`config.mk`:
```
export PLATFORM = sky130hd
export DESIGN_NAME = stack_map_frame_parser_top
export DESIGN_NICKNAME = d
export VERILOG_FILES = /design/src/rtl/smfp_pkg.sv /design/src/rtl/stack_map_frame_parser_top.sv /design/src/rtl/smfp_front.sv /design/src/rtl/smfp_back.sv
export SDC_FILE = /design/constraint.sdc
export NUM_CORES = 1
export LEC_CHECK = 0
export BUFFER_PORTS_ARGS = -buffer_cell sky130_fd_sc_hd__buf_4
export CAP_MARGIN = 20
export CORE_ASPECT_RATIO = 1.25
export CORE_MARGIN = 4
export CORE_UTILIZATION = 55
export CTS_CLUSTER_DIAMETER = 80
export DETAILED_ROUTE_END_ITERATION = 6
export HOLD_SLACK_MARGIN = 0.02
export MAX_ROUTING_LAYER = met4
export PLACE_DENSITY_LB_ADDON = 0.25
export RECOVER_POWER = 50
export SLEW_MARGIN = 20
export SYNTH_ARGS = -nofsm -noshare
export SYNTH_HDL_FRONTEND = slang
export SYNTH_HIERARCHICAL = 1
export SYNTH_SLANG_ARGS = --single-unit
export TNS_END_PERCENT = 10
```
`constraint.sdc`:
```
create_clock -name clk_i -period 7.5 [get_ports clk_i]
set_input_delay 0.375 -clock clk_i [delete_from_list [all_inputs] [get_ports clk_i]]
set_output_delay 0.375 -clock clk_i [all_outputs]
set_load 0.02 [all_outputs]
```
`src/rtl/smfp_pkg.sv`:
```
// Shared types and constants for the stack-map frame parser.
package smfp_pkg;

  // Input transfer: one attribute byte and its last-byte mark.
  typedef struct packed {
    logic [7:0] data_byte;
    logic       last_byte;
  } in_item_t;

  // Output transfer: one parsed record.
  typedef struct packed {
    logic [2:0]  record_kind;
    logic [2:0]  frame_kind;
    logic [7:0]  frame_tag;
    logic [31:0] bytecode_offset;
    logic [1:0]  locals_removed;
    logic [15:0] entry_count;
    logic [7:0]  type_tag;
    logic [15:0] type_value;
    logic        table_end;
    logic [1:0]  status;
  } out_item_t;

  // Classification of a byte when it is read as a frame tag.
  typedef enum logic [2:0] {
    TC_SAME_SHORT,
    TC_SL1_SHORT,
    TC_RESERVED,
    TC_SL1_EXT,
    TC_CHOP,
    TC_SAME_EXT,
    TC_APPEND,
    TC_FULL
  } tag_class_e;

  // Queue entry between the front and the back.
  typedef struct packed {
    logic [7:0] data_byte;
    logic       last_byte;
    tag_class_e tag_class;
  } cls_item_t;

  // Parser phases.
  typedef enum logic [3:0] {
    PH_COUNT_HI,
    PH_COUNT_LO,
    PH_TAG,
    PH_DELTA_HI,
    PH_DELTA_LO,
    PH_LCOUNT_HI,
    PH_LCOUNT_LO,
    PH_TYPE_TAG,
    PH_TYPE_HI,
    PH_TYPE_LO,
    PH_SCOUNT_HI,
    PH_SCOUNT_LO,
    PH_DONE
  } phase_e;

  // Frame kinds as reported.
  localparam logic [2:0] FK_SAME   = 3'd0;
  localparam logic [2:0] FK_SL1    = 3'd1;
  localparam logic [2:0] FK_CHOP   = 3'd2;
  localparam logic [2:0] FK_APPEND = 3'd3;
  localparam logic [2:0] FK_FULL   = 3'd4;

  // Record kinds.
  localparam logic [2:0] RK_HEADER  = 3'd0;
  localparam logic [2:0] RK_FRAME   = 3'd1;
  localparam logic [2:0] RK_LCOUNT  = 3'd2;
  localparam logic [2:0] RK_SCOUNT  = 3'd3;
  localparam logic [2:0] RK_LTYPE   = 3'd4;
  localparam logic [2:0] RK_STYPE   = 3'd5;
  localparam logic [2:0] RK_NONE    = 3'd6;

  // Status codes.
  localparam logic [1:0] ST_OK       = 2'd0;
  localparam logic [1:0] ST_TRUNC    = 2'd1;
  localparam logic [1:0] ST_TRAILING = 2'd2;

  // Tag boundaries and verification tags with a payload.
  localparam logic [7:0] TAG_SAME_MAX  = 8'd63;
  localparam logic [7:0] TAG_SL1_MAX   = 8'd127;
  localparam logic [7:0] TAG_SL1_EXT   = 8'd247;
  localparam logic [7:0] TAG_SAME_EXT  = 8'd251;
  localparam logic [7:0] TAG_FULL      = 8'd255;
  localparam logic [7:0] VT_OBJECT     = 8'd7;
  localparam logic [7:0] VT_UNINIT     = 8'd8;

endpackage

```
`src/rtl/stack_map_frame_parser_top.sv`:
```
// Top level of the stack-map frame parser: front classifier, queue and parser back end.
// Each byte is registered in the front queue, and its record is registered in the result queue.
// Throughput: one byte per cycle while the result queue has room, set by the single parse step of the back end.
// The two-entry queues on each side let the input and output stall independently.
// Reset is asynchronous and active low; it empties both queues and sets the parser
// to expect the high byte of the frame count, with no clearing pass.
module stack_map_frame_parser_top (
  input  logic                clk_i,
  input  logic                rst_ni,
  input  logic                push,
  output logic                full,
  input  smfp_pkg::in_item_t  in_data_i,
  output logic                empty,
  input  logic                pop,
  output smfp_pkg::out_item_t out_data_o
);
  import smfp_pkg::*;

  logic      q_valid;
  logic      q_pop;
  cls_item_t q_item;

  // Byte intake and classification.
  smfp_front u_front (
    .clk_i     (clk_i),
    .rst_ni    (rst_ni),
    .push_i    (push),
    .full_o    (full),
    .in_item_i (in_data_i),
    .q_valid_o (q_valid),
    .q_pop_i   (q_pop),
    .q_item_o  (q_item)
  );

  // Parsing and record output.
  smfp_back u_back (
    .clk_i      (clk_i),
    .rst_ni     (rst_ni),
    .q_valid_i  (q_valid),
    .q_pop_o    (q_pop),
    .q_item_i   (q_item),
    .empty_o    (empty),
    .pop_i      (pop),
    .out_item_o (out_data_o)
  );

endmodule

```
`src/rtl/smfp_front.sv`:
```
// Front end: accepts attribute bytes, classifies them as frame tags and queues them.
module smfp_front (
  input  logic                clk_i,
  input  logic                rst_ni,
  input  logic                push_i,
  output logic                full_o,
  input  smfp_pkg::in_item_t  in_item_i,
  output logic                q_valid_o,
  input  logic                q_pop_i,
  output smfp_pkg::cls_item_t q_item_o
);
  import smfp_pkg::*;

  cls_item_t  mem_q [2];
  logic       wr_ptr_q, wr_ptr_d;
  logic       rd_ptr_q, rd_ptr_d;
  logic [1:0] cnt_q, cnt_d;
  tag_class_e cls;
  logic       do_wr, do_rd;

  // Tag classification of the incoming byte.
  always_comb begin
    logic [7:0] b;
    b = in_item_i.data_byte;
    if (b <= TAG_SAME_MAX) begin
      cls = TC_SAME_SHORT;
    end else if (b <= TAG_SL1_MAX) begin
      cls = TC_SL1_SHORT;
    end else if (b < TAG_SL1_EXT) begin
      cls = TC_RESERVED;
    end else if (b == TAG_SL1_EXT) begin
      cls = TC_SL1_EXT;
    end else if (b < TAG_SAME_EXT) begin
      cls = TC_CHOP;
    end else if (b == TAG_SAME_EXT) begin
      cls = TC_SAME_EXT;
    end else if (b < TAG_FULL) begin
      cls = TC_APPEND;
    end else begin
      cls = TC_FULL;
    end
  end

  // Queue pointers and occupancy.
  assign full_o    = (cnt_q == 2'd2);
  assign q_valid_o = (cnt_q != 2'd0);
  assign q_item_o  = mem_q[rd_ptr_q];
  assign do_wr     = push_i && !full_o;
  assign do_rd     = q_pop_i && q_valid_o;

  always_comb begin
    wr_ptr_d = do_wr ? !wr_ptr_q : wr_ptr_q;
    rd_ptr_d = do_rd ? !rd_ptr_q : rd_ptr_q;
    cnt_d    = cnt_q + {1'b0, do_wr} - {1'b0, do_rd};
  end

  always_ff @(posedge clk_i or negedge rst_ni) begin
    if (!rst_ni) begin
      wr_ptr_q <= 1'b0;
      rd_ptr_q <= 1'b0;
      cnt_q    <= 2'd0;
    end else begin
      wr_ptr_q <= wr_ptr_d;
      rd_ptr_q <= rd_ptr_d;
      cnt_q    <= cnt_d;
    end
  end

  // Queue storage.
  always_ff @(posedge clk_i) begin
    if (do_wr) begin
      mem_q[wr_ptr_q] <= '{data_byte: in_item_i.data_byte,
                           last_byte: in_item_i.last_byte,
                           tag_class: cls};
    end
  end

endmodule

```
`src/rtl/smfp_back.sv`:
```
// Back end: parser state machine that turns classified bytes into queued records.
module smfp_back (
  input  logic                clk_i,
  input  logic                rst_ni,
  input  logic                q_valid_i,
  output logic                q_pop_o,
  input  smfp_pkg::cls_item_t q_item_i,
  output logic                empty_o,
  input  logic                pop_i,
  output smfp_pkg::out_item_t out_item_o
);
  import smfp_pkg::*;

  // Parser state.
  phase_e      phase_q, phase_d;
  logic [15:0] frames_left_q, frames_left_d;
  logic        first_q, first_d;
  logic [31:0] prev_q, prev_d;
  logic [2:0]  kind_q, kind_d;
  logic [7:0]  tag_q, tag_d;
  logic [15:0] types_left_q, types_left_d;
  logic        in_stack_q, in_stack_d;
  logic [7:0]  held_hi_q, held_hi_d;
  logic [7:0]  held_tt_q, held_tt_d;
  logic        drain_q, drain_d;

  // Result queue.
  out_item_t   res_q [2];
  logic        res_wr_q, res_rd_q;
  logic [1:0]  res_cnt_q, res_cnt_d;

  logic        fire;
  logic        have_rec;
  out_item_t   rec;
  logic        res_rd;

  assign fire    = q_valid_i && (res_cnt_q != 2'd2);
  assign q_pop_o = fire;

  // One parse step on the byte at the head of the front queue.
  always_comb begin
    phase_e      ph;
    logic [15:0] fl, tl, word, delta;
    logic        fst, ins, drn;
    logic [31:0] prv;
    logic [2:0]  knd;
    logic [7:0]  tg, hh, htt, b, chop_diff;
    logic        do_start, do_type, do_fd, ctx, end_f, last;
    logic [2:0]  rkind;
    logic [15:0] rcount, rtval;
    logic [7:0]  rttag;
    logic [1:0]  st;

    ph  = phase_q;  fl  = frames_left_q; fst = first_q;   prv = prev_q;
    knd = kind_q;   tg  = tag_q;         tl  = types_left_q;
    ins = in_stack_q; hh = held_hi_q;    htt = held_tt_q;  drn = drain_q;
    b    = q_item_i.data_byte;
    last = q_item_i.last_byte;
    word = {held_hi_q, b};
    delta = word;
    do_start = 1'b0; do_type = 1'b0; do_fd = 1'b0; ctx = 1'b0;
    have_rec = 1'b0; end_f = 1'b0; st = ST_OK;
    rkind = RK_NONE; rcount = 16'd0; rttag = 8'd0; rtval = 16'd0;
    chop_diff = 8'd0;
    rec = '0;

    if (!drain_q) begin
      // Phase dispatch.
      unique case (phase_q)
        PH_COUNT_HI: begin
          hh = b;
          ph = PH_COUNT_LO;
        end
        PH_COUNT_LO: begin
          fl = word;
          have_rec = 1'b1;
          rkind = RK_HEADER;
          rcount = word;
          ph = (word == 16'd0) ? PH_DONE : PH_TAG;
        end
        PH_TAG: begin
          tg = b;
          unique case (q_item_i.tag_class)
            TC_SAME_SHORT: begin
              knd = FK_SAME;
              delta = {10'd0, b[5:0]};
              do_start = 1'b1;
            end
            TC_SL1_SHORT: begin
              knd = FK_SL1;
              delta = {10'd0, b[5:0]};
              do_start = 1'b1;
            end
            TC_RESERVED: begin
              have_rec = 1'b1;
              rkind = RK_NONE;
              end_f = 1'b1;
              st = ST_TRUNC;
            end
            TC_SL1_EXT: begin
              knd = FK_SL1;
              ph = PH_DELTA_HI;
            end
            TC_CHOP: begin
              knd = FK_CHOP;
              ph = PH_DELTA_HI;
            end
            TC_SAME_EXT: begin
              knd = FK_SAME;
              ph = PH_DELTA_HI;
            end
            TC_APPEND: begin
              knd = FK_APPEND;
              ph = PH_DELTA_HI;
            end
            TC_FULL: begin
              knd = FK_FULL;
              ph = PH_DELTA_HI;
            end
            default: ;
          endcase
        end
        PH_DELTA_HI: begin
          hh = b;
          ph = PH_DELTA_LO;
        end
        PH_LCOUNT_HI: begin
          hh = b;
          ph = PH_LCOUNT_LO;
        end
        PH_TYPE_HI: begin
          hh = b;
          ph = PH_TYPE_LO;
        end
        PH_SCOUNT_HI: begin
          hh = b;
          ph = PH_SCOUNT_LO;
        end
        PH_DELTA_LO: begin
          do_start = 1'b1;
        end
        PH_LCOUNT_LO: begin
          have_rec = 1'b1;
          ctx = 1'b1;
          rkind = RK_LCOUNT;
          rcount = word;
          tl = word;
          ins = 1'b0;
          ph = (word == 16'd0) ? PH_SCOUNT_HI : PH_TYPE_TAG;
        end
        PH_SCOUNT_LO: begin
          have_rec = 1'b1;
          ctx = 1'b1;
          rkind = RK_SCOUNT;
          rcount = word;
          tl = word;
          ins = 1'b1;
          if (word == 16'd0) begin
            do_fd = 1'b1;
          end else begin
            ph = PH_TYPE_TAG;
          end
        end
        PH_TYPE_TAG: begin
          htt = b;
          if (b == VT_OBJECT || b == VT_UNINIT) begin
            ph = PH_TYPE_HI;
          end else begin
            do_type = 1'b1;
            rtval = 16'd0;
          end
        end
        PH_TYPE_LO: begin
          do_type = 1'b1;
          rtval = word;
        end
        default: begin
          // Byte after a complete table.
          have_rec = 1'b1;
          rkind = RK_NONE;
          end_f = 1'b1;
          st = ST_TRAILING;
        end
      endcase

      // Start of a frame: absolute offset and what follows the delta.
      if (do_start) begin
        prv = first_q ? {16'd0, delta} : prev_q + {16'd0, delta} + 32'd1;
        fst = 1'b0;
        have_rec = 1'b1;
        ctx = 1'b1;
        rkind = RK_FRAME;
        if (knd == FK_SL1) begin
          tl = 16'd1;
          ins = 1'b1;
          ph = PH_TYPE_TAG;
        end else if (knd == FK_APPEND) begin
          tl = {8'd0, tg} - {8'd0, TAG_SAME_EXT};
          ins = 1'b0;
          ph = PH_TYPE_TAG;
        end else if (knd == FK_FULL) begin
          ph = PH_LCOUNT_HI;
        end else begin
          do_fd = 1'b1;
        end
      end

      // A verification type completes.
      if (do_type) begin
        have_rec = 1'b1;
        ctx = 1'b1;
        rkind = in_stack_q ? RK_STYPE : RK_LTYPE;
        rttag = htt;
        tl = types_left_q - 16'd1;
        if (tl != 16'd0) begin
          ph = PH_TYPE_TAG;
        end else if (!in_stack_q && kind_q == FK_FULL) begin
          ph = PH_SCOUNT_HI;
        end else begin
          do_fd = 1'b1;
        end
      end

      // A frame completes.
      if (do_fd) begin
        fl = frames_left_q - 16'd1;
        ph = (fl == 16'd0) ? PH_DONE : PH_TAG;
      end

      // End of table and truncation.
      if (!end_f) begin
        if (ph == PH_DONE && have_rec) begin
          end_f = 1'b1;
        end else if (last) begin
          if (!have_rec) begin
            have_rec = 1'b1;
            ctx = 1'b0;
            rkind = RK_NONE;
            rcount = 16'd0;
            rttag = 8'd0;
            rtval = 16'd0;
          end
          end_f = 1'b1;
          st = ST_TRUNC;
        end
      end

      if (end_f && st != ST_OK) begin
        drn = 1'b1;
      end

      // Record assembly.
      chop_diff = TAG_SAME_EXT - tg;
      rec.record_kind     = rkind;
      rec.frame_kind      = ctx ? knd : 3'd0;
      rec.frame_tag       = ctx ? tg : 8'd0;
      rec.bytecode_offset = ctx ? prv : 32'd0;
      rec.locals_removed  = (ctx && knd == FK_CHOP) ? chop_diff[1:0] : 2'd0;
      rec.entry_count     = rcount;
      rec.type_tag        = rttag;
      rec.type_value      = rtval;
      rec.table_end       = end_f;
      rec.status          = st;
    end

    // Last byte returns every parser state register to its reset value.
    if (last) begin
      ph = PH_COUNT_HI; fl = 16'd0; fst = 1'b1; prv = 32'd0;
      knd = FK_SAME; tg = 8'd0; tl = 16'd0; ins = 1'b0;
      hh = 8'd0; htt = 8'd0; drn = 1'b0;
    end

    phase_d = ph;  frames_left_d = fl; first_d = fst; prev_d = prv;
    kind_d = knd;  tag_d = tg;         types_left_d = tl;
    in_stack_d = ins; held_hi_d = hh;  held_tt_d = htt; drain_d = drn;
  end

  always_ff @(posedge clk_i or negedge rst_ni) begin
    if (!rst_ni) begin
      phase_q       <= PH_COUNT_HI;
      frames_left_q <= 16'd0;
      first_q       <= 1'b1;
      prev_q        <= 32'd0;
      kind_q        <= FK_SAME;
      tag_q         <= 8'd0;
      types_left_q  <= 16'd0;
      in_stack_q    <= 1'b0;
      held_hi_q     <= 8'd0;
      held_tt_q     <= 8'd0;
      drain_q       <= 1'b0;
    end else if (fire) begin
      phase_q       <= phase_d;
      frames_left_q <= frames_left_d;
      first_q       <= first_d;
      prev_q        <= prev_d;
      kind_q        <= kind_d;
      tag_q         <= tag_d;
      types_left_q  <= types_left_d;
      in_stack_q    <= in_stack_d;
      held_hi_q     <= held_hi_d;
      held_tt_q     <= held_tt_d;
      drain_q       <= drain_d;
    end
  end

  // Result queue: two entries so the parser keeps going while a record waits.
  assign empty_o    = (res_cnt_q == 2'd0);
  assign out_item_o = res_q[res_rd_q];
  assign res_rd     = pop_i && !empty_o;

  always_comb begin
    res_cnt_d = res_cnt_q + {1'b0, fire && have_rec} - {1'b0, res_rd};
  end

  always_ff @(posedge clk_i or negedge rst_ni) begin
    if (!rst_ni) begin
      res_wr_q  <= 1'b0;
      res_rd_q  <= 1'b0;
      res_cnt_q <= 2'd0;
    end else begin
      if (fire && have_rec) begin
        res_wr_q <= !res_wr_q;
      end
      if (res_rd) begin
        res_rd_q <= !res_rd_q;
      end
      res_cnt_q <= res_cnt_d;
    end
  end

  always_ff @(posedge clk_i) begin
    if (fire && have_rec) begin
      res_q[res_wr_q] <= rec;
    end
  end

endmodule
```
After elaboration in Yosys (flattened, before gate mapping)
Memories as Yosys holds them, arrays and structs flattened. Cells that the tools add are included.

Register bits after elaboration: 106. Output and inout port bits: 93. Memory bits (read-only): 0. Word-level logic and storage cells: 253. Bits in writable memories: 206. Latch bits: 0. Memories: 2. Input port bits: 13.

Memories: u_back.res_q (words 2, width 91, read ports 1, clocked after memory_dff 0, write ports 1, line smfp_back.sv:28) `out_item_t res_q [2];`; u_front.mem_q (words 2, width 12, read ports 1, clocked after memory_dff 0, write ports 1, line smfp_front.sv:14) `cls_item_t mem_q [2];`.

Reductions and logical operators: 41. Add/subtract/negate cells: 10. Div/mod/pow operators: 0. Bitwise operators: 0. Shift-type cells: 0. Multipliers: 0. Equality and inequality tests: 31. Order comparisons: 5. Muxes and demuxes: 147.

Operator list (number): $mux 16 (24); $mux 32 (5); $mux 8 (16); $mux 91 (1); $mux 4 (17); $mux 1 (53); $mux 3 (17); $pmux 4 s10 (1); $add 32x1->32 const B (1); $add 32x16->32 (1); $logic_not 16->1 (2); $sub 16x1->16 const B (2); $lt 8x8->1 const B (3); $eq 4x4->1 const B (5); $eq 3x3->1 const B (6); $eq 4x3->1 const B (4); $eq 8x8->1 const B (2); $reduce_bool 16->1 (1); $pmux 3 s5 (1); $eq 3x2->1 const B (4); $reduce_or 11->1 (1); $mux 2 (5); $pmux 1 s2 (5); $reduce_or 5->1 (2); other kinds (28) (55).

Depth between registers and ports, before layout
Gate-level depths: netlist (run 1). An unclocked memory read counts as a cell.

Word-level depth: 27. Gate-level depth with buffers: 16. Mapped depth without buffers: 12.

Modules after synthesis
The synthesis (run 1) kept the hierarchy.

Modules (own cells, without submodules): smfp_back (instances 1, sequential area each 8018.9 um2, cells an instance 1416, area each 15239.6 um2); smfp_front (instances 1, sequential area each 820.8 um2, cells an instance 63, area each 1109.8 um2).

Worst setup path before layout (run 1)
Ideal clock, no wire load.

Path type: reg2reg. Start point: reg u_front.rd_ptr_q. End point: mem u_back/res_q[0][0] (netlist name), enable pin. Data arrival time: 6.086 ns. Stages on the path, launching flop included: 9. Slack: 0.873 ns. Library setup time: 0.541 ns. Clock period less this slack: 6.627 ns. Buffers on the path: 2. Data required time: 6.959 ns. Cell sequence: dfrtp_1 -> buf_4 -> mux2_2 -> clkbuf_1 -> or4b_1 -> a21oi_1 -> nor4_1 -> a211o_1 -> nor2_1.

RTL lines: start: declaration (line smfp_front.sv:16) `logic rd_ptr_q, rd_ptr_d;`; start signal: assignment (line smfp_front.sv:64) `rd_ptr_q <= rd_ptr_d;`; end: declaration (line smfp_back.sv:28).

==> summary.md, run 1 <==
| Metric | Value |
|---|---|
| Total Routed Length | `41,670 µm` |
| Die W | `162.2 µm` |
| Syn Inst Count | `1,479` |
| Gr ovfl total | `0` |
| FFs w/ async S/R, synth | `33.97%` |
| Clock share of power | `17.9%` |
| Post-route cell area | `18,180 µm²` |
| Fillers | `2,419` |
| Clock transition at path regs | `0.06 ns` |
| Dominant synthesized flop cell | `edfxtp_1` |
| CTS Buffer Depth | `3` |
| Synth area leader | `edfxtp_1` |
| Sw frac | `43.41%` |
| Pwr dens | `471.8 nW/µm²` |
| Vias in the first global route | `12,190` |
| Syn_nets | `1,518` |
| CTS resizes | `0` |
| Post-Syn Area | `16,350 µm²` |
| Initial DRC count | `1,048` |
| Routed wire length per instance | `21.18 µm` |
| Failing checks | `capacitance limit, slew limit` |
| Global-route wire length before repair | `66,360 µm` |
| CTS H-tree lvls | `1` |
| Setup TNS | `0 ns` |
| Comb pwr share | `47.0%` |
| Number of antenna violations at the first check in global routing | `2` |
| Avg Inst Size Synth | `11.05 µm²` |
| Port bufs | `105` |
| Full die area | `32,570 µm²` |
| Via density | `6.151` |
| Post-synth EDFFs | `206` |
| RSZ-0062 raised after global routing | `no` |
| Routability congestion estimate | `0.9358` |
| Critical path type | `reg -> out` |
| Type of destination of the critical path | `primary output` |
| NetSw | `3.724 mW` |
| Top post-synthesis cells by count | `edfxtp_1, nand2_1, nor2_1, dfrtp_1, mux2_2` |
| Worst setup SP type | `flop` |
| Root Buffer | `clkbuf_16` |
| Share of cells above drive strength 1 | `12.99%` |
| Area of the multi-input gates | `7000 µm²` |
| Largest net degree at the start of global routing | `74` |
| Hold Path Class | `in -> reg` |
| Final Hold Fails | `0` |
| Worst slew margin | `-181.2%` |
| Post-DP HPWL | `27,420 µm` |
| Sequential Power Share | `35.1%` |
| Max cap viols | `4` |
| Nets@finish | `1,587` |
| Critical Path AT | `5.46 ns` |
| First-pass DRT Iterations | `5` |
| Top area cells in the synthesized netlist | `edfxtp_1, dfrtp_1, mux2_2` |
| Register Area | `8840 µm²` |
| Final cell count without fillers | `1,968` |
| Power Internal | `4.855 mW` |
| Worst Path Required | `7.12 ns` |
| Post-Place Cells | `1,902` |
| Outcome | `finished with violations` |
| Crit path max fanout | `73` |
| Setup violators final | `0` |
| Final antenna-violating net count | `0` |
| CTS Sinks | `312` |
| Die Ht | `200.8 µm` |
| Drt drc | `0` |
| Io pins | `106` |
| Setup Skew | `0.01921 ns` |
| Site row count | `70` |
| Power, Total | `8.579 mW` |
| Yosys top cell area share | `37.84%` |
| Most common cell in the netlist | `edfxtp_1` |
| Core area | `29,250 µm²` |
| Post-synthesis register bit count | `312` |
| Static Leak | `6.913 nW` |
| Vias | `12,110` |
| Least-Margin Pin Slew | `4.217 ns` |
| Worst IR Drop VDD | `0.0004163 V` |
| Placement Cell Area | `17,400 µm²` |
| Area grow syn2layout | `11.23%` |
| Period utilization | `77.81%` |
| Min Tclk post-route | `5.836 ns` |
| Min Hold Slack | `0.1450 ns` |
| F_max | `171.4 MHz` |
| Max-slew violation count | `175` |
| Worst skew pair latency | `0.58 ns` |
| TritonCTS Buffers | `30` |
| Total GRT Usage | `26.05%` |
| Initial Util | `55.89%` |
| CTS tree | `built` |
| Distinct cells, synth | `93` |
| Seq/Total Area, Yosys | `54.07%` |
| Ys Warns | `6` |
-- final cells by class --
cell class	count	share of cell area [%]
flip-flops and latches	312	48.61
well taps	396	2.725
diodes	1	0.01376
multi-input cells	1038	38.50
clock buffers	35	4.342
inverters	32	0.6605
clock inverters	20	1.218
repair buffers	134	3.936
-- through the flow --
stage / setup slack, ns / util, %
2_1_floorplan: 0.8727 / -
3_3_place_gp: 2.382 / 59.47
3_5_place_dp: 2.633 / 59.49
4_1_cts: 2.630 / 63.29
5_1_grt: 1.273 / 62.16
6_report: 1.664 / 62.16
-- sequential cells by signal, indices dropped and copies added, names as in the netlist, 2 cells and up --
name / flops
u_back/frames_left_q: 16
u_back/phase_q: 4
u_back/tag_q: 8
u_back/kind_q: 3
u_back/types_left_q: 16
u_back/held_hi_q: 8
u_back/res_cnt_q: 2
u_front/cnt_q: 2
u_front/mem_q: 24
u_back/res_q: 182
u_back/prev_q: 32
u_back/held_tt_q: 8
-- metal layers --
layer | GRT usage [%] | wire length, µm
met4 | 7.736 | 1218
met2 | 43.52 | 20620
met3 | 3.224 | 2745
met5 | - | 0
met1 | 33.62 | 17090
-- worst paths after layout --
| check | from | cells after the start | end | slack [ns] |
|---|---|---|---|---|
| min in group asynchronous | rst_ni | 2 | u_back/prev_q[9] | 1.55 |
| worst min register to register | u_back/tag_q[0] | 2 | u_back/tag_q[0] | 0.50 |
| max in group asynchronous | rst_ni | 3 | u_back/prev_q[30] | 3.90 |
| worst max-delay path | u_back/res_rd_q | 3 | out_data_o[80] | 1.66 |
| worst max register to register | u_back/phase_q[2] | 12 | u_back/res_q[0][67] | 2.16 |
| worst min-delay path | push | 3 | u_front/wr_ptr_q | 0.15 |
-- critical path, cell delays in order, from the launching register on --
cell,delay [ns]
dfrtp_1,0.94
clkbuf_1,3.02
mux2_2,0.62
clkbuf_1,0.25
-- layout by cell type, fill, tap and decap left out, drive strengths merged, types with 35 or more instances in the layout --
| cell type | n |
|---|---|
| a21oi | 65 |
| and2 | 41 |
| buf | 38 |
| clkbuf | 121 |
| dfrtp | 105 |
| edfxtp | 206 |
| inv | 37 |
| mux2 | 103 |
| nand2 | 137 |
| nand3 | 35 |
| nor2 | 113 |
| nor3 | 39 |
| o21ai | 95 |
-- power groups by stage --
stage,combinational (mW),sequential (mW),clock (mW)
floorplan,3.00,2.88,0
global placement,4.18,3.01,0
detailed placement,4.23,3.04,0
CTS,4.25,3.01,1.56
global route,4.38,3.07,1.64
finish,4.03,3.01,1.53
-- cells by family (layout without fill, tap and decap cells) --
logic type	after synthesis	in the layout	synth area share, %
AO/OA/AOI/OAI	349	349	14.72
adder cells (fa/ha/maj)	26	26	2.036
multiplexers	119	119	8.074
buffers and inverters	129	221	3.191
XOR/XNOR	42	42	2.250
AND/OR/NAND/NOR	502	502	15.66
other	0	1	0
flip-flops	312	312	54.07
-- what timing repair did --
action                                 4_1_cts  5_1_grt
buffers inserted                             0        0
endpoints found under the hold margin       74        0
hold buffers                                10        0
Note: power is estimated with default switching activity, not from simulation.
==> run 2: changes to the inputs <==
Clock period 7.5 ns to 5.9 ns, I/O delays scaled along.
==> run 2 against run 1 <==
  * The flow still finishes with violations (capacitance limit, slew limit)
  * Final cell count grew 0.51%
  * Register-to-register slack lost 1.2 ns
  * Clock power grew 27%
  * Total power grew 27%
  * Cell area grew 0.28%
  * Die area is the same
  * Clock-buffer cell count grew 1
  * Via count grew 1.7%
  * Hold slack lost 0.069 ns
  * Critical path type is now reg -> reg
  * Largest power group unchanged
  * Highest routed layer unchanged
==> summary.md, run 2 (same netlist as run 1, synthesis figures left out) <==
| Metric | Value |
|---|---|
| Full die area | `32,570 µm² (unchanged)` |
| First-pass DRT Iterations | `6 (+1)` |
| Static Leak | `6.933 nW (+0.29%)` |
| Global-route wire length before repair | `65,820 µm (-0.82%)` |
| Vias in the first global route | `12,230 (+0.32%)` |
| Total GRT Usage | `25.85% (-0.20 points)` |
| F_max | `203.9 MHz` |
| Core area | `29,250 µm² (unchanged)` |
| Type of destination of the critical path | `flop` |
| Die W | `162.2 µm (unchanged)` |
| Outcome | `finished with violations` |
| Pre-CTS WS | `1.442 ns (-1.191 ns)` |
| Nets@finish | `1,592 (+0.32%)` |
| CTS Sinks | `312 (unchanged)` |
| Highest-count cells in the layout ignoring fill and taps | `edfxtp_1, nand2_1, nor2_1` |
| Worst reg-to-reg setup slack | `1.0 ns (-1.16 ns)` |
| Hold Path Class | `in -> reg` |
| Largest register FFs | `182 (unchanged)` |
| Max-slew violation count | `142 (-19%)` |
| Worst IR Drop VDD | `0.0005085 V (+22%)` |
| Site row count | `70 (unchanged)` |
| Register bank with the most flops | `u_back/res_q` |
| Crit path max fanout | `22 (-70%)` |
| TritonCTS Buffers | `31 (+3.3%)` |
| Most common cell after layout, fill and taps aside | `edfxtp_1` |
| Worst reg2reg path startpoint | `u_back/phase_q[1]` |
| Met1 Use GR | `33.18% (-0.44 points)` |
| Critical path type | `reg -> reg` |
| Min Tclk post-route | `4.904 ns` |
| M2 GR Usage | `42.40% (-1.1 points)` |
| Worst Path Required | `6.19 ns (-0.93 ns)` |
| Failing checks | `capacitance limit, slew limit` |
| Setup Skew | `0.01321 ns (-0.005997 ns)` |
| Routed wire length per instance | `20.94 µm (-1.1%)` |
| Post-Route Utilization | `62.34% (+0.18 points)` |
| Layer carrying the most global-route usage | `met2` |
| Vias | `12,310 (+1.7%)` |
| Worst setup SP type | `flop` |
| Least-Margin Pin Slew | `3.406 ns (-0.8113 ns)` |
| Die Ht | `200.8 µm (unchanged)` |
| Reg2reg end | `u_back/res_q[0][67]` |
| Setup violators final | `0 (unchanged)` |
| Share of cells above drive strength 1 | `13.24% (+0.26 points)` |
| CTS resizes | `0 (unchanged)` |
| Initial Util | `55.89% (unchanged)` |
| Root Buffer | `clkbuf_16` |
| Gr ovfl total | `0 (unchanged)` |
| Worst skew pair latency | `0.57 ns (about the same)` |
| CTS Buffer Depth | `3 (unchanged)` |
| RSZ-0062 raised after global routing | `no` |
| Number of antenna violations at the first check in global routing | `3 (+1)` |
| Total Routed Length | `41,410 µm (-0.63%)` |
| Port bufs | `105 (unchanged)` |
| Initial DRC count | `1,115 (+6.4%)` |
| Io pins | `106 (unchanged)` |
| CTS tree | `built` |
| Via density | `6.221 (+1.1%)` |
| Final Hold Fails | `0 (unchanged)` |
| CTS H-tree lvls | `1 (unchanged)` |
| Post-DP HPWL | `27,100 µm (-1.2%)` |
| Worst slew margin | `-127.1% (+54 points)` |
| Period utilization | `83.12%` |
| Top Registers | `u_back/res_q (182), u_back/prev_q (32), u_front/mem_q (24)` |
| Drt drc | `0 (unchanged)` |
| Largest net degree at the start of global routing | `75 (+1.4%)` |
| M3 GR Usage | `3.245% (+0.021 points)` |
| Critical Path Start | `u_back/phase_q[1]` |
| Clock transition at path regs | `0.06 ns (about the same)` |
| Pwr dens | `596.7 nW/µm² (+26%)` |
| Worst reg2reg path depth | `13 (+1)` |
| Critical Path AT | `5.20 ns (-0.26 ns)` |
| Worst Setup EP | `u_back/res_q[0][67]` |
| Routability congestion estimate | `0.9373 (+0.16%)` |
| Max cap viols | `3 (-1)` |
| Area grow syn2layout | `11.54%` |
| Final worst slack | `0.9956 ns (-0.6686 ns)` |
| Final antenna-violating net count | `0 (unchanged)` |
==> run 2: cell types whose count changed in the layout (fill, tap and decap cells not counted), sizes merged <==
cell and change:
diode +3, clkbuf +3, clkinvlp +2, clkinv +1, buf +2, bufinv -1
==> run 2: cell type report <==
| cell class | count | area [µm²] |
|---|---|---|
| Antenna cell | 4 | 10.01 |
| Clock buffer | 36 | 804.5 |
| Clock inverter | 22 | 210.2 |
| Fill cell | 2403 | 11020 |
| Inverter | 32 | 120.1 |
| Multi-Input combinational cell | 1038 | 6994 |
| Sequential cell | 312 | 8840 |
| Tap cell | 396 | 495.5 |
| Timing Repair Buffer | 138 | 762.0 |
==> run 2: how the worst min path moves through the flow <==
stage | start | to | cells after the start
after detailed placement | rst_ni | u_back/prev_q[21] | 1
after global placement | rst_ni | u_back/tag_q[1] | 1
after floorplan | rst_ni | u_back/drain_q | 0
after global routing | push | u_front/wr_ptr_q | 3
final | push | u_front/wr_ptr_q | 3
after CTS | push | u_front/wr_ptr_q | 3
==> run 2: repair_timing <==
item / CTS / global route
setup buffers: 0 / 0
hold endpoints to repair: 72 / 0
hold buffers: 10 / 0
==> run 2: critical path, cell delays in order, from the launching register on <==
cell and delay (ns):
dfrtp_1 0.79, or4b_1 0.90, nor3_1 0.34, buf_4 0.26, nor2b_1 0.08, ha_1 0.21, or3_1 0.39, o21ai_0 0.35
nand3_1 0.18, a311oi_1 0.37, buf_4 0.23, nand2b_1 0.28, xnor2_1 0.17, nor2_1 0.07
==> run 2: report_power, final <==
part	leakage (nW)	total (mW)	switching [mW]	internal, mW
combinational	3.05	5.12	3.37	1.75
clock	0.486	1.95	0.868	1.08
sequential	3.40	3.81	0.501	3.31
total	6.93	10.9	4.74	6.15
==> run 2: layer usage <==
metal  up-vias  share of wire [%]
met4         0                4.3
met5         -                  0
met2       480                 49
met3       137                6.4
li1       5690                  -
met1      5999                 41
==> run 2: per-stage QoR <==
step / instances / area [µm²] / hold WS [ns] / power (mW) / TNS, ns
2_1_floorplan: 1479 / 16350 / -0.0005911 / 7.466 / -132.36
3_3_place_gp: 1906 / 17450 / 0.4322 / 9.132 / 0
3_5_place_dp: 1906 / 17450 / 0.4289 / 9.231 / 0
4_1_cts: 1974 / 18570 / 0.03367 / 11.21 / 0
5_1_grt: 1978 / 18240 / 0.07751 / 11.55 / 0
6_report: 1978 / 18240 / 0.07570 / 10.88 / 0
==> run 3: changes to the inputs <==
Clock period 5.9 ns to 4.3 ns, I/O delays scaled along.
==> run 3 against run 2 <==
  * The flow still finishes with violations (capacitance limit, slew limit)
  * Fmax increased by 20%
  * Clock power increased by 37%
  * Global-route usage increased by 1.0 points
  * Total power increased by 40%
  * Highest routed layer unchanged
==> summary.md, run 3 (same netlist as run 1, synthesis figures left out) <==
| Metric | Value |
|---|---|
| Min Tclk post-route | `4.104 ns (-0.8007 ns)` |
| Vias in the first global route | `12,170 (-0.50%)` |
| Full die area | `32,570 µm² (unchanged)` |
| CTS Sinks | `312 (unchanged)` |
| Largest register FFs | `182 (unchanged)` |
| Post-DP HPWL | `28,830 µm (+6.4%)` |
| Clock transition at path regs | `0.07 ns (about the same)` |
| Share of cells above drive strength 1 | `14.27% (+1.0 points)` |
| Total Routed Length | `43,470 µm (+5.0%)` |
| Period utilization | `95.44% (+12 points)` |
| Global-route wire length before repair | `67,690 µm (+2.8%)` |
| Die Ht | `200.8 µm (unchanged)` |
| Worst IR Drop VDD | `0.0005110 V (+0.49%)` |
| CTS Buffer Depth | `3 (unchanged)` |
| Pre-CTS WS | `0.2378 ns (-1.205 ns)` |
| Max cap viols | `2 (-1)` |
| Die W | `162.2 µm (unchanged)` |
| Least-Margin Pin Slew | `1.940 ns (-1.467 ns)` |
| Type of destination of the critical path | `flop` |
| Worst slew margin | `-29.30% (+98 points)` |
| Setup Skew | `0.02337 ns (+0.01017 ns)` |
| Via density | `6.227 (about the same)` |
| Highest-count cells in the layout ignoring fill and taps | `edfxtp_1, nand2_1, nor2_1` |
| Port bufs | `105 (unchanged)` |
| CTS H-tree lvls | `1 (unchanged)` |
| Max-slew violation count | `106 (-25%)` |
| Number of antenna violations at the first check in global routing | `2 (-1)` |
| Setup TNS | `0 ns (unchanged)` |
| Routed wire length per instance | `21.70 µm (+3.7%)` |
| Pwr dens | `824.9 nW/µm² (+38%)` |
| Io pins | `106 (unchanged)` |
| Total GRT Usage | `26.90% (+1.0 points)` |
| Routability congestion estimate | `0.9909 (+5.7%)` |
| Area grow syn2layout | `12.77%` |
| Largest net degree at the start of global routing | `71 (-5.3%)` |
| Setup violators final | `0 (unchanged)` |
| Final worst slack | `0.1963 ns (-0.7993 ns)` |
| Failing checks | `capacitance limit, slew limit` |
| Site row count | `70 (unchanged)` |
| Outcome | `finished with violations` |
| Final Hold Fails | `0 (unchanged)` |
| TritonCTS Buffers | `29 (-6.5%)` |
| Most common cell after layout, fill and taps aside | `edfxtp_1` |
| Core area | `29,250 µm² (unchanged)` |
| F_max | `243.7 MHz (+20%)` |
| Final antenna-violating net count | `0 (unchanged)` |
| Worst Path Required | `4.81 ns (-1.38 ns)` |
| Crit path max fanout | `10 (-55%)` |
| RSZ-0062 raised after global routing | `no` |
| First-pass DRT Iterations | `7 (+1)` |
| CTS tree | `built` |
| Root Buffer | `clkbuf_16` |
| Worst setup SP type | `flop` |
| Vias | `12,470 (+1.3%)` |
| Nets@finish | `1,621 (+1.8%)` |
| Initial Util | `55.89% (unchanged)` |
| Hold Path Class | `in -> reg` |
| Fillers | `2,407 (+0.17%)` |
| Drt drc | `0 (unchanged)` |
| Critical Path AT | `4.61 ns (-0.59 ns)` |
| Initial DRC count | `954 (-14%)` |
| Critical path type | `reg -> reg` |
| Static Leak | `7.059 nW (+1.8%)` |
| Top Registers | `u_back/res_q (182), u_back/prev_q (32), u_front/mem_q (24)` |
| Worst skew pair latency | `0.58 ns (about the same)` |
| Register bank with the most flops | `u_back/res_q` |
| Gr ovfl total | `0 (unchanged)` |
[run 3: cell types whose count changed in the layout (fill, tap and decap cells not counted), sizes merged]
| cell | delta |
|---|---|
| bufinv | +2 |
| diode | -2 |
| clkbuf | +13 |
| clkinvlp | -3 |
| clkinv | -6 |
| dlygate4sd3 | +1 |
| buf | +24 |
| inv | -4 |
[run 3: power by group]
group | leakage [nW] | switching (mW) | internal [mW] | total (mW)
registers | 3.40 | 0.608 | 4.55 | 5.16
logic | 3.18 | 4.87 | 2.50 | 7.37
clock network | 0.478 | 1.12 | 1.56 | 2.68
total | 7.06 | 6.60 | 8.61 | 15.2
[run 3: final timing paths]
kind	startpoint	to	slack, ns	cells after the start
worst max-delay path	u_back/phase_q[2]	u_back/prev_q[23]	0.20	13
worst min-delay path	pop	u_back/res_rd_q	0.11	3
worst max register to register	u_back/phase_q[2]	u_back/prev_q[23]	0.20	13
worst min register to register	u_front/cnt_q[1]	u_front/cnt_q[1]	0.50	1
max in group asynchronous	rst_ni	u_back/prev_q[23]	1.60	3
min in group asynchronous	rst_ni	u_back/frames_left_q[14]	0.62	2
[run 3: critical path: stages (launching register included)]
cell	delay, ns
dfrtp_1	0.38
or4b_1	0.56
nor3_1	0.47
buf_4	0.29
nor2b_1	0.06
ha_1	0.39
nand2_1	0.10
nor2_1	0.15
nand3_1	0.12
o21a_1	0.22
o21bai_1	0.50
a41oi_1	0.28
or3_1	0.42
nand3_1	0.09
[run 3: cell type report]
class,count,area (µm²),share of cell area [%]
repair buffers,169,975.9,5.293
well taps,396,495.5,2.687
clock buffers,43,818.3,4.438
multi-input cells,1038,7009,38.02
clock inverters,11,173.9,0.9433
diodes,2,5.005,0.02714
flip-flops and latches,312,8840,47.94
inverters,32,120.1,0.6515
[run 3: per-layer routing]
metal	global-route usage, %	vias up	routed length [µm]
met5	-	-	0
met4	9.882	0	1760
met3	3.656	108	2887
met2	44.17	481	21260
met1	34.37	6148	17570
li1	-	5735	-
[run 3: what timing repair did]
item,in CTS,in global routing
endpoints found under the hold margin,78,0
gates resized for setup,0,2
endpoints found under the setup margin,0,8
setup buffers,0,0
hold buffers,11,0
[run 3: metrics by stage]
step | instances | utilization, % | hold slack, ns | power, mW | area [µm²]
floorplan | 1479 | - | -0.08059 | 10.19 | 16350
global placement | 1936 | 60.43 | 0.3703 | 12.80 | 17680
detailed placement | 1936 | 60.43 | 0.3774 | 12.95 | 17680
CTS | 2001 | 64.20 | 0.09398 | 15.68 | 18780
global route | 2003 | 63.03 | 0.1029 | 16.05 | 18440
finish | 2003 | 63.03 | 0.1123 | 15.21 | 18440
